==> src/rtl/cpq_pkg.sv <==
// cpq_pkg: shared types and constants for the class priority request queue
// holds beat structs, command codes and the per-cell entry and control types
// no dependencies
package cpq_pkg;

    localparam int KEY_BITS   = 16;
    localparam int CLASS_BITS = 2;
    localparam int PRIO_BITS  = 16;
    localparam int CMD_BITS   = 3;
    localparam int COUNT_BITS = 5;

    typedef enum logic [CMD_BITS-1:0] {
        CMD_ADD    = 3'd0,
        CMD_REMOVE = 3'd1,
        CMD_CHANGE = 3'd2,
        CMD_POP    = 3'd3,
        CMD_CLEAR  = 3'd4,
        CMD_QUERY  = 3'd5
    } cmd_e;

    typedef struct packed {
        logic [CMD_BITS-1:0]   command;
        logic [KEY_BITS-1:0]   req_key;
        logic [CLASS_BITS-1:0] req_class;
        logic [PRIO_BITS-1:0]  req_priority;
    } cmd_beat_t;

    typedef struct packed {
        logic                  removed;
        logic                  dropped;
        logic                  front_valid;
        logic [KEY_BITS-1:0]   front_key;
        logic [CLASS_BITS-1:0] front_class;
        logic [COUNT_BITS-1:0] entry_count;
    } result_beat_t;

    // one slot of the sorted chain
    typedef struct packed {
        logic                  valid;
        logic [KEY_BITS-1:0]   key;
        logic [CLASS_BITS-1:0] cls;
        logic [PRIO_BITS-1:0]  prio;
    } entry_t;

    // broadcast to every cell
    typedef struct packed {
        logic                  remove_en;
        logic                  insert_en;
        logic                  clear_en;
        logic                  pop;
        logic [KEY_BITS-1:0]   key;
        logic [CLASS_BITS-1:0] cls;
        logic [PRIO_BITS-1:0]  prio;
    } cell_ctrl_t;

    // per-cell compare results
    typedef struct packed {
        logic hit;
        logic chg;
        logic eq;
        logic ahead;
    } cell_flags_t;

endpackage

==> src/rtl/cpq_cell.sv <==
// cpq_cell: one slot of the sorted request chain
// compares against the broadcast request and clears, shifts left, shifts right or loads
// depends on cpq_pkg
module cpq_cell
    import cpq_pkg::*;
(
    input  logic        clk,
    input  logic        rst_n,
    input  cell_ctrl_t  ctrl,
    input  entry_t      left_entry,
    input  entry_t      right_entry,
    input  logic        rm_in,
    input  logic        ahead_in,
    output entry_t      entry,
    output logic        rm_out,
    output logic        ahead_out,
    output cell_flags_t flags
);

    entry_t entry_reg;
    entry_t entry_next;
    logic   hit;
    logic   ahead;

    // key match, disabled on pop where the chain head is forced instead
    assign hit = entry_reg.valid && !ctrl.pop && (entry_reg.key == ctrl.key);

    // this entry ranks ahead of the request
    assign ahead = entry_reg.valid &&
                   ((entry_reg.cls < ctrl.cls) ||
                    ((entry_reg.cls == ctrl.cls) && (entry_reg.prio > ctrl.prio)));

    assign rm_out    = rm_in | hit;
    assign ahead_out = ahead;

    assign flags.hit   = hit;
    assign flags.chg   = hit && (entry_reg.cls != ctrl.cls);
    assign flags.eq    = entry_reg.valid && (entry_reg.cls == ctrl.cls) &&
                         (entry_reg.prio == ctrl.prio);
    assign flags.ahead = ahead;

    assign entry = entry_reg;

    always_comb
    begin
        entry_next = entry_reg;
        if (ctrl.clear_en)
        begin
            entry_next.valid = 1'b0;
        end
        else if (ctrl.remove_en && rm_out)
        begin
            entry_next = right_entry;
        end
        else if (ctrl.insert_en && !ahead)
        begin
            if (ahead_in)
            begin
                entry_next.valid = 1'b1;
                entry_next.key   = ctrl.key;
                entry_next.cls   = ctrl.cls;
                entry_next.prio  = ctrl.prio;
            end
            else
            begin
                entry_next = left_entry;
            end
        end
    end

    // only the valid bit needs a reset, the payload is ignored while invalid
    always_ff @(posedge clk or negedge rst_n)
    begin
        if (!rst_n)
        begin
            entry_reg.valid <= 1'b0;
        end
        else
        begin
            entry_reg <= entry_next;
        end
    end

endmodule

==> src/rtl/class_priority_request_queue.sv <==
// class_priority_request_queue: sorted keyed request queue built as a chain of cells
// top level: command decode, two-phase sequencing, output register
// depends on cpq_pkg and cpq_cell
//
// usage
//   in channel  (in_valid/in_ready/in_data): one command beat, add, remove,
//     change class, pop front, clear or query
//   out channel (out_valid/out_ready/out_data): exactly one result beat per
//     command, carrying removed/dropped flags, the front entry and the count
//   a command runs in two phases: the accept cycle runs the remove phase (every
//   cell compares its key and the chain shifts left past the match), then the
//   insert phase runs (every cell compares class and priority and the chain
//   opens a slot) and writes the result register
//   the result appears on out_valid in the cycle after the insert phase; a new
//   command is accepted only once the insert phase of the last one has run
//   a stalled receiver holds the result register; the next command is still
//   accepted and its remove phase runs, its insert phase then waits until the
//   result register drains
//   reset empties the queue (all cell valid bits cleared) and the output
//   register; no clearing pass is needed
module class_priority_request_queue
    import cpq_pkg::*;
#(
    parameter int QUEUE_DEPTH = 16
)
(
    input  logic         clk,
    input  logic         rst_n,
    input  logic         in_valid,
    output logic         in_ready,
    input  cmd_beat_t    in_data,
    output logic         out_valid,
    input  logic         out_ready,
    output result_beat_t out_data
);

    localparam int CNT_W = $clog2(QUEUE_DEPTH + 1);

    typedef enum logic [1:0] {
        ST_IDLE   = 2'b01,
        ST_INSERT = 2'b10
    } state_t;

    state_t       state_reg, state_next;
    cmd_beat_t    req_reg, req_next;
    logic         ins_pending_reg, ins_pending_next;
    logic         removed_reg, removed_next;
    logic [CNT_W-1:0] count_reg, count_next;
    logic         out_valid_reg, out_valid_next;
    result_beat_t out_data_reg, out_data_next;

    // chain wiring
    cell_ctrl_t   ctrl;
    entry_t       cell_entry [QUEUE_DEPTH];
    cell_flags_t  cell_flags [QUEUE_DEPTH];
    logic [QUEUE_DEPTH:0] rm_chain;
    logic [QUEUE_DEPTH:0] ahead_chain;
    logic [QUEUE_DEPTH-1:0] hit_vec, chg_vec, eq_vec, valid_vec;

    logic         accept;
    cmd_e         cmd;
    logic         any_hit, any_chg, any_eq, full;
    logic         is_add, is_remove, is_change, is_pop, is_clear;
    logic         change_eff;
    logic         do_write;
    logic         drop;
    logic         ins;
    logic         front_new;
    logic [CNT_W-1:0] count_after;
    logic [31:0]  count_wide;

    assign in_ready = (state_reg == ST_IDLE);
    assign accept   = in_valid && in_ready;
    assign cmd      = cmd_e'(in_data.command);

    assign is_add    = (cmd == CMD_ADD);
    assign is_remove = (cmd == CMD_REMOVE);
    assign is_change = (cmd == CMD_CHANGE);
    assign is_pop    = (cmd == CMD_POP);
    assign is_clear  = (cmd == CMD_CLEAR);

    always_comb
    begin
        for (int i = 0; i < QUEUE_DEPTH; i++)
        begin
            hit_vec[i]   = cell_flags[i].hit;
            chg_vec[i]   = cell_flags[i].chg;
            eq_vec[i]    = cell_flags[i].eq;
            valid_vec[i] = cell_entry[i].valid;
        end
    end

    assign any_hit = |hit_vec;
    assign any_chg = |chg_vec;
    assign any_eq  = |eq_vec;
    assign full    = valid_vec[QUEUE_DEPTH-1];

    // change class only acts when the key is held under another class
    assign change_eff = is_change && any_chg;

    // insert phase runs once the result register can take a new beat
    assign do_write  = (state_reg == ST_INSERT) && (!out_valid_reg || out_ready);
    assign drop      = ins_pending_reg && (full || any_eq);
    assign ins       = ins_pending_reg && !drop;
    assign front_new = ins && !cell_flags[0].ahead;

    // broadcast: request comes from the input beat in the remove phase,
    // from the held request in the insert phase
    always_comb
    begin
        ctrl = '0;
        if (state_reg == ST_IDLE)
        begin
            ctrl.key       = in_data.req_key;
            ctrl.cls       = in_data.req_class;
            ctrl.prio      = in_data.req_priority;
            ctrl.pop       = is_pop;
            ctrl.remove_en = accept && (is_add || is_remove || is_pop || change_eff);
            ctrl.clear_en  = accept && is_clear;
        end
        else
        begin
            ctrl.key       = req_reg.req_key;
            ctrl.cls       = req_reg.req_class;
            ctrl.prio      = req_reg.req_priority;
            ctrl.insert_en = do_write && ins;
        end
    end

    // chain ends: pop forces the head to shift, the head always may load
    assign rm_chain[0]    = ctrl.pop;
    assign ahead_chain[0] = 1'b1;

    for (genvar g = 0; g < QUEUE_DEPTH; g++)
    begin : g_cell
        entry_t left_entry;
        entry_t right_entry;

        if (g == 0)
        begin : g_head
            assign left_entry = '0;
        end
        else
        begin : g_body
            assign left_entry = cell_entry[g-1];
        end

        if (g == QUEUE_DEPTH - 1)
        begin : g_tail
            assign right_entry = '0;
        end
        else
        begin : g_mid
            assign right_entry = cell_entry[g+1];
        end

        cpq_cell u_cell (
            .clk         (clk),
            .rst_n       (rst_n),
            .ctrl        (ctrl),
            .left_entry  (left_entry),
            .right_entry (right_entry),
            .rm_in       (rm_chain[g]),
            .ahead_in    (ahead_chain[g]),
            .entry       (cell_entry[g]),
            .rm_out      (rm_chain[g+1]),
            .ahead_out   (ahead_chain[g+1]),
            .flags       (cell_flags[g])
        );
    end

    assign count_after = count_reg + {{(CNT_W-1){1'b0}}, ins};
    assign count_wide  = 32'(count_after);

    always_comb
    begin
        state_next       = state_reg;
        req_next         = req_reg;
        ins_pending_next = ins_pending_reg;
        removed_next     = removed_reg;
        count_next       = count_reg;
        out_valid_next   = out_valid_reg;
        out_data_next    = out_data_reg;

        if (out_valid_reg && out_ready)
        begin
            out_valid_next = 1'b0;
        end

        case (state_reg)
            ST_IDLE:
            begin
                if (accept)
                begin
                    req_next         = in_data;
                    ins_pending_next = is_add || change_eff;
                    removed_next     = (is_add || is_remove || change_eff) && any_hit;
                    if (is_clear)
                    begin
                        count_next = '0;
                    end
                    else if (is_pop ? valid_vec[0] :
                             ((is_add || is_remove || change_eff) && any_hit))
                    begin
                        count_next = count_reg - {{(CNT_W-1){1'b0}}, 1'b1};
                    end
                    state_next = ST_INSERT;
                end
            end
            ST_INSERT:
            begin
                if (do_write)
                begin
                    count_next                = count_after;
                    out_valid_next            = 1'b1;
                    out_data_next.removed     = removed_reg;
                    out_data_next.dropped     = drop;
                    out_data_next.front_valid = (count_after != '0);
                    if (front_new)
                    begin
                        out_data_next.front_key   = req_reg.req_key;
                        out_data_next.front_class = req_reg.req_class;
                    end
                    else if (cell_entry[0].valid)
                    begin
                        out_data_next.front_key   = cell_entry[0].key;
                        out_data_next.front_class = cell_entry[0].cls;
                    end
                    else
                    begin
                        out_data_next.front_key   = '0;
                        out_data_next.front_class = '0;
                    end
                    out_data_next.entry_count = count_wide[COUNT_BITS-1:0];
                    state_next                = ST_IDLE;
                end
            end
            default:
            begin
                state_next = ST_IDLE;
            end
        endcase
    end

    always_ff @(posedge clk or negedge rst_n)
    begin
        if (!rst_n)
        begin
            state_reg       <= ST_IDLE;
            ins_pending_reg <= 1'b0;
            removed_reg     <= 1'b0;
            count_reg       <= '0;
            out_valid_reg   <= 1'b0;
        end
        else
        begin
            state_reg       <= state_next;
            ins_pending_reg <= ins_pending_next;
            removed_reg     <= removed_next;
            count_reg       <= count_next;
            out_valid_reg   <= out_valid_next;
        end
    end

    always_ff @(posedge clk)
    begin
        req_reg      <= req_next;
        out_data_reg <= out_data_next;
    end

    assign out_valid = out_valid_reg;
    assign out_data  = out_data_reg;

    // occupied cells always form a prefix of the chain
    a_valid_prefix: assert property (@(posedge clk) disable iff (!rst_n)
        ((valid_vec >> 1) & ~valid_vec) == '0)
        else $error("valid cells not contiguous");

    // the count tracks the number of occupied cells
    a_count_match: assert property (@(posedge clk) disable iff (!rst_n)
        $countones(valid_vec) == 32'(count_reg))
        else $error("entry count out of step with cell valid bits");

    // a result beat is only produced by the insert phase
    a_result_source: assert property (@(posedge clk) disable iff (!rst_n)
        $rose(out_valid_reg) |-> $past(state_reg == ST_INSERT))
        else $error("result beat raised outside the insert phase");

endmodule

==> config.mk <==
export PLATFORM = sky130hd
export DESIGN_NAME = class_priority_request_queue
export DESIGN_NICKNAME = d
export VERILOG_FILES = /design/src/rtl/cpq_pkg.sv /design/src/rtl/cpq_cell.sv /design/src/rtl/class_priority_request_queue.sv
export SDC_FILE = /design/constraint.sdc
export NUM_CORES = 2
export LEC_CHECK = 0
export ABC_AREA = 0
export ABC_CLOCK_PERIOD_IN_PS = 15000
export BUFFER_PORTS_ARGS = -buffer_cell sky130_fd_sc_hd__buf_4
export CAP_MARGIN = 20
export CORE_ASPECT_RATIO = 1.25
export CORE_MARGIN = 2
export CORE_UTILIZATION = 50
export DETAILED_ROUTE_END_ITERATION = 10
export PLACE_DENSITY = 0.71
export SYNTH_ARGS = -nofsm -noshare
export SYNTH_HDL_FRONTEND = slang
export SYNTH_SLANG_ARGS = --single-unit
==> constraint.sdc <==
create_clock -name clk -period 15 [get_ports clk]
set_input_delay 3.75 -clock clk [delete_from_list [all_inputs] [get_ports clk]]
set_output_delay 3.75 -clock clk [all_outputs]
set_load 0.005 [all_outputs]
==> metrics <==
status=finished, final reports clean; layout cells sized above 1=between 10% and 20%; FF+latch count, synth=between 600 and 700; Setup violations, final=0; hpwl dp=84.0 mm; Pwr Total=7.13 mW; GRT Util Overall=27.0%; critical path arrival=between 8 and 9 ns; VDD IR-drop max=~0.14 mV; Setup Slack @ Placement=approximately 6.1 ns; crit path kind=in2reg; Final TNS setup=0 ns; combinational group share of total power=between 40% and 50%; register area share after synthesis=between 40% and 50%; fin. max-slew vios=0; measured slew at the worst slew-check pin=roughly 1.2 ns; Post-CTS Setup Inserts=0; CTS tree=done; DRT antenna net count=0; Yosys warning count=0; Core Box Area=~80,000 sq um; crit path buf inv count=2; CP top delay family=simple AND/OR/NAND/NOR gates; pwr/cell area=around 160 nW/um^2; Clock power frac=23.2%; Vias/cell=6.05; Total Wirelength=115 mm; async set-reset flop share out of synthesis=4.13%; Initial DRT Pass Iterations=5; Clock Path Buffers=3; via count=32,241; CTS Sinks=between 600 and 700; Top FF cell, synth=edfxtp_1; largest net degree at the start of global routing=just over 70; Antenna Cells=0; Rel. slew slack=about a fifth; Max-cap violations=0; max reg flops=560; Net Sw Frac=39.7%; mean post-synth cell area=9.67 sq um; P_leak=~16 nW; clk_lat worst skew=0.64 ns; CP Capture Type=flop; root buffer cell=clkbuf_16; vias in the first global route=31,523; Cell Rows=approximately 120; CTS buffer count=69; Initial Util=50.5%; worst-path cell chain=buf_4 -> mux2i_4 -> buf_4 -> xnor2_1 -> nor4_1 -> nand3_1 -> o32ai_1 -> nor4_2 -> nand4_4 -> and3_2 -> a31oi_1 -> nor2_4; Residual DRC=0; Fin. Hold Viols=0; I/O pins=69; post-synthesis cell type count=roughly 80; Tmin final=approximately 8.4 ns; Remaining Overflow, GRT=0; RSZ-0062 raised after global routing=no; Fmax achieved=~120 MHz; Startpoint Class=input pin; internal power=around 4.3 mW; Die H=325 um; hold-fix buffers at CTS=0; CP max stage cell=and3_2; final net count=around 4,500; gp weighted congestion=0.980; Crit path top cell by count=buf_4; post-route clock period utilization=a little under three fifths; DRT iter0 DRCs=3,052; Resize count post-CTS=0; Post-synth EDFFs=about 600; worst setup margin=between 6 and 7 ns; Die Footprint=84,900 sq um; synthesized instance count=4,271; CP max stage delay=approximately 1 ns; Layout Skew=roughly 0.025 ns; P_sw=roughly 2.8 mW; Port Buffer Count=68; htree depth=3; synth-to-layout area growth=10.0%; chip width=261 um; critical path data required time=between 15 and 20 ns; sequential power share=roughly a third; Worst Hold Class=reg2reg; worst-path maximum fanout=70; antenna violations before repair=0; Worst-path clk slew=~0.060 ns; global-route wire length before repair=between 150 and 200 mm; cell area after synthesis=between 40,000 and 50,000 sq um; WL/cell=around 22 um; Net Count, Synth=about 4,600
==> cell type report <==
class                      count  area (sq um)
clock buffer                  89          1920
clock inverter                33           198
fill                        7050         36300
inverter                      78           293
multi-input combinational   3271         21600
sequential                   630         18800
tap                         1071          1340
timing repair buffer         153          1340
==> worst paths after layout <==
| check | startpoint | to | slack, ns | cells after the start |
|---|---|---|---|---|
| worst max-delay path | in_data[18] | g_cell[11].u_cell.entry[11] | 6.60 | 12 |
| worst min-delay path | removed_reg | out_data[25] | 0.46 | 0 |
| worst max register to register | state_reg[0] | g_cell[11].u_cell.entry[11] | 8.28 | 12 |
| worst min register to register | removed_reg | out_data[25] | 0.46 | 0 |
| max in group asynchronous | rst_n | state_reg[0] | 11.59 | 1 |
| min in group asynchronous | rst_n | g_cell[15].u_cell.entry[34] | 3.04 | 1 |
==> worst reg2reg max path: cells and delay by family, from the launching register on <==
family / cells / cell delay [ns]
AO/OA/AOI/OAI: 2 / 0.77
flip-flops: 1 / 0.57
adder cells (fa/ha/maj): 1 / 0.75
multiplexers: 1 / 0.39
AND/OR/NAND/NOR: 6 / 3.27
buffers and inverters: 1 / 0.44
XOR/XNOR: 1 / 0.13
==> metal layers <==
| layer | wire length (um) | vias to the layer above | GRT usage [%] |
|---|---|---|---|
| met3 | 7770 | 295 | 3.51 |
| met1 | 45300 | 15283 | 33.7 |
| met4 | 5930 | 0 | 13.6 |
| met5 | 0 | - | 0 |
| li1 | - | 15376 | - |
| met2 | 56200 | 1287 | 45.7 |
==> layout by cell type (no fill, tap or decap), types with 39 or more instances in the layout <==
master     instances
inv_1             77
a21oi_1          391
nand2_1          551
mux2_1            79
ha_1             276
buf_4            143
nand4_1           70
nand3_1           57
clkbuf_16         73
nor2_1           398
a211oi_1          39
nor4_1            64
edfxtp_1         604
o21ai_0          547
mux2_2            89
xnor2_1          252
==> per-stage QoR <==
step                      hold WS [ns]  utilization, %  instance area (sq um)  cells
final                            0.457            55.6                  45400   5325
after global routing             0.481            55.6                  45400   5325
after CTS                        0.453            55.4                  45200   5318
after detailed placement         0.442            52.8                  43100   5196
after global placement           0.434            52.7                  43000   5193
after floorplan                  0.425               -                  41300   4271
==> cell families after synthesis <==
kind of cell | share of synthesized area, %
AOI/OAI and AO/OA | 15.9
xor gates and xnor gates | 5.49
adders and majority gates | 8.42
buffers and inverters | 3.99
DFF | 45.5
muxes | 6.40
and+or+nand+nor | 14.3
==> Yosys cell counts, drive strengths merged (35+ instances only) <==
master	count	area, sq um
nor2	402	1510
nand4	71	459
nand3	62	343
clkbuf	195	732
edfxtp	604	18100
buf	97	623
inv	78	293
nor4	67	447
nor2b	35	219
o21ai	560	2800
a211oi	39	293
a21oi	403	2020
mux2i	61	674
nor3	35	180
ha	278	3480
xnor2	252	2210
nand2	551	2070
mux2	173	1970
==> power by group through the flow <==
stage / logic, mW / registers, mW / clock network (mW)
after floorplan: 2.22 / 2.25 / 0
after global placement: 3.07 / 2.29 / 0
after detailed placement: 3.16 / 2.29 / 0
after CTS: 3.18 / 2.26 / 1.67
after global routing: 3.53 / 2.27 / 1.74
final: 3.21 / 2.26 / 1.65
(Power assumes the default switching activity.)
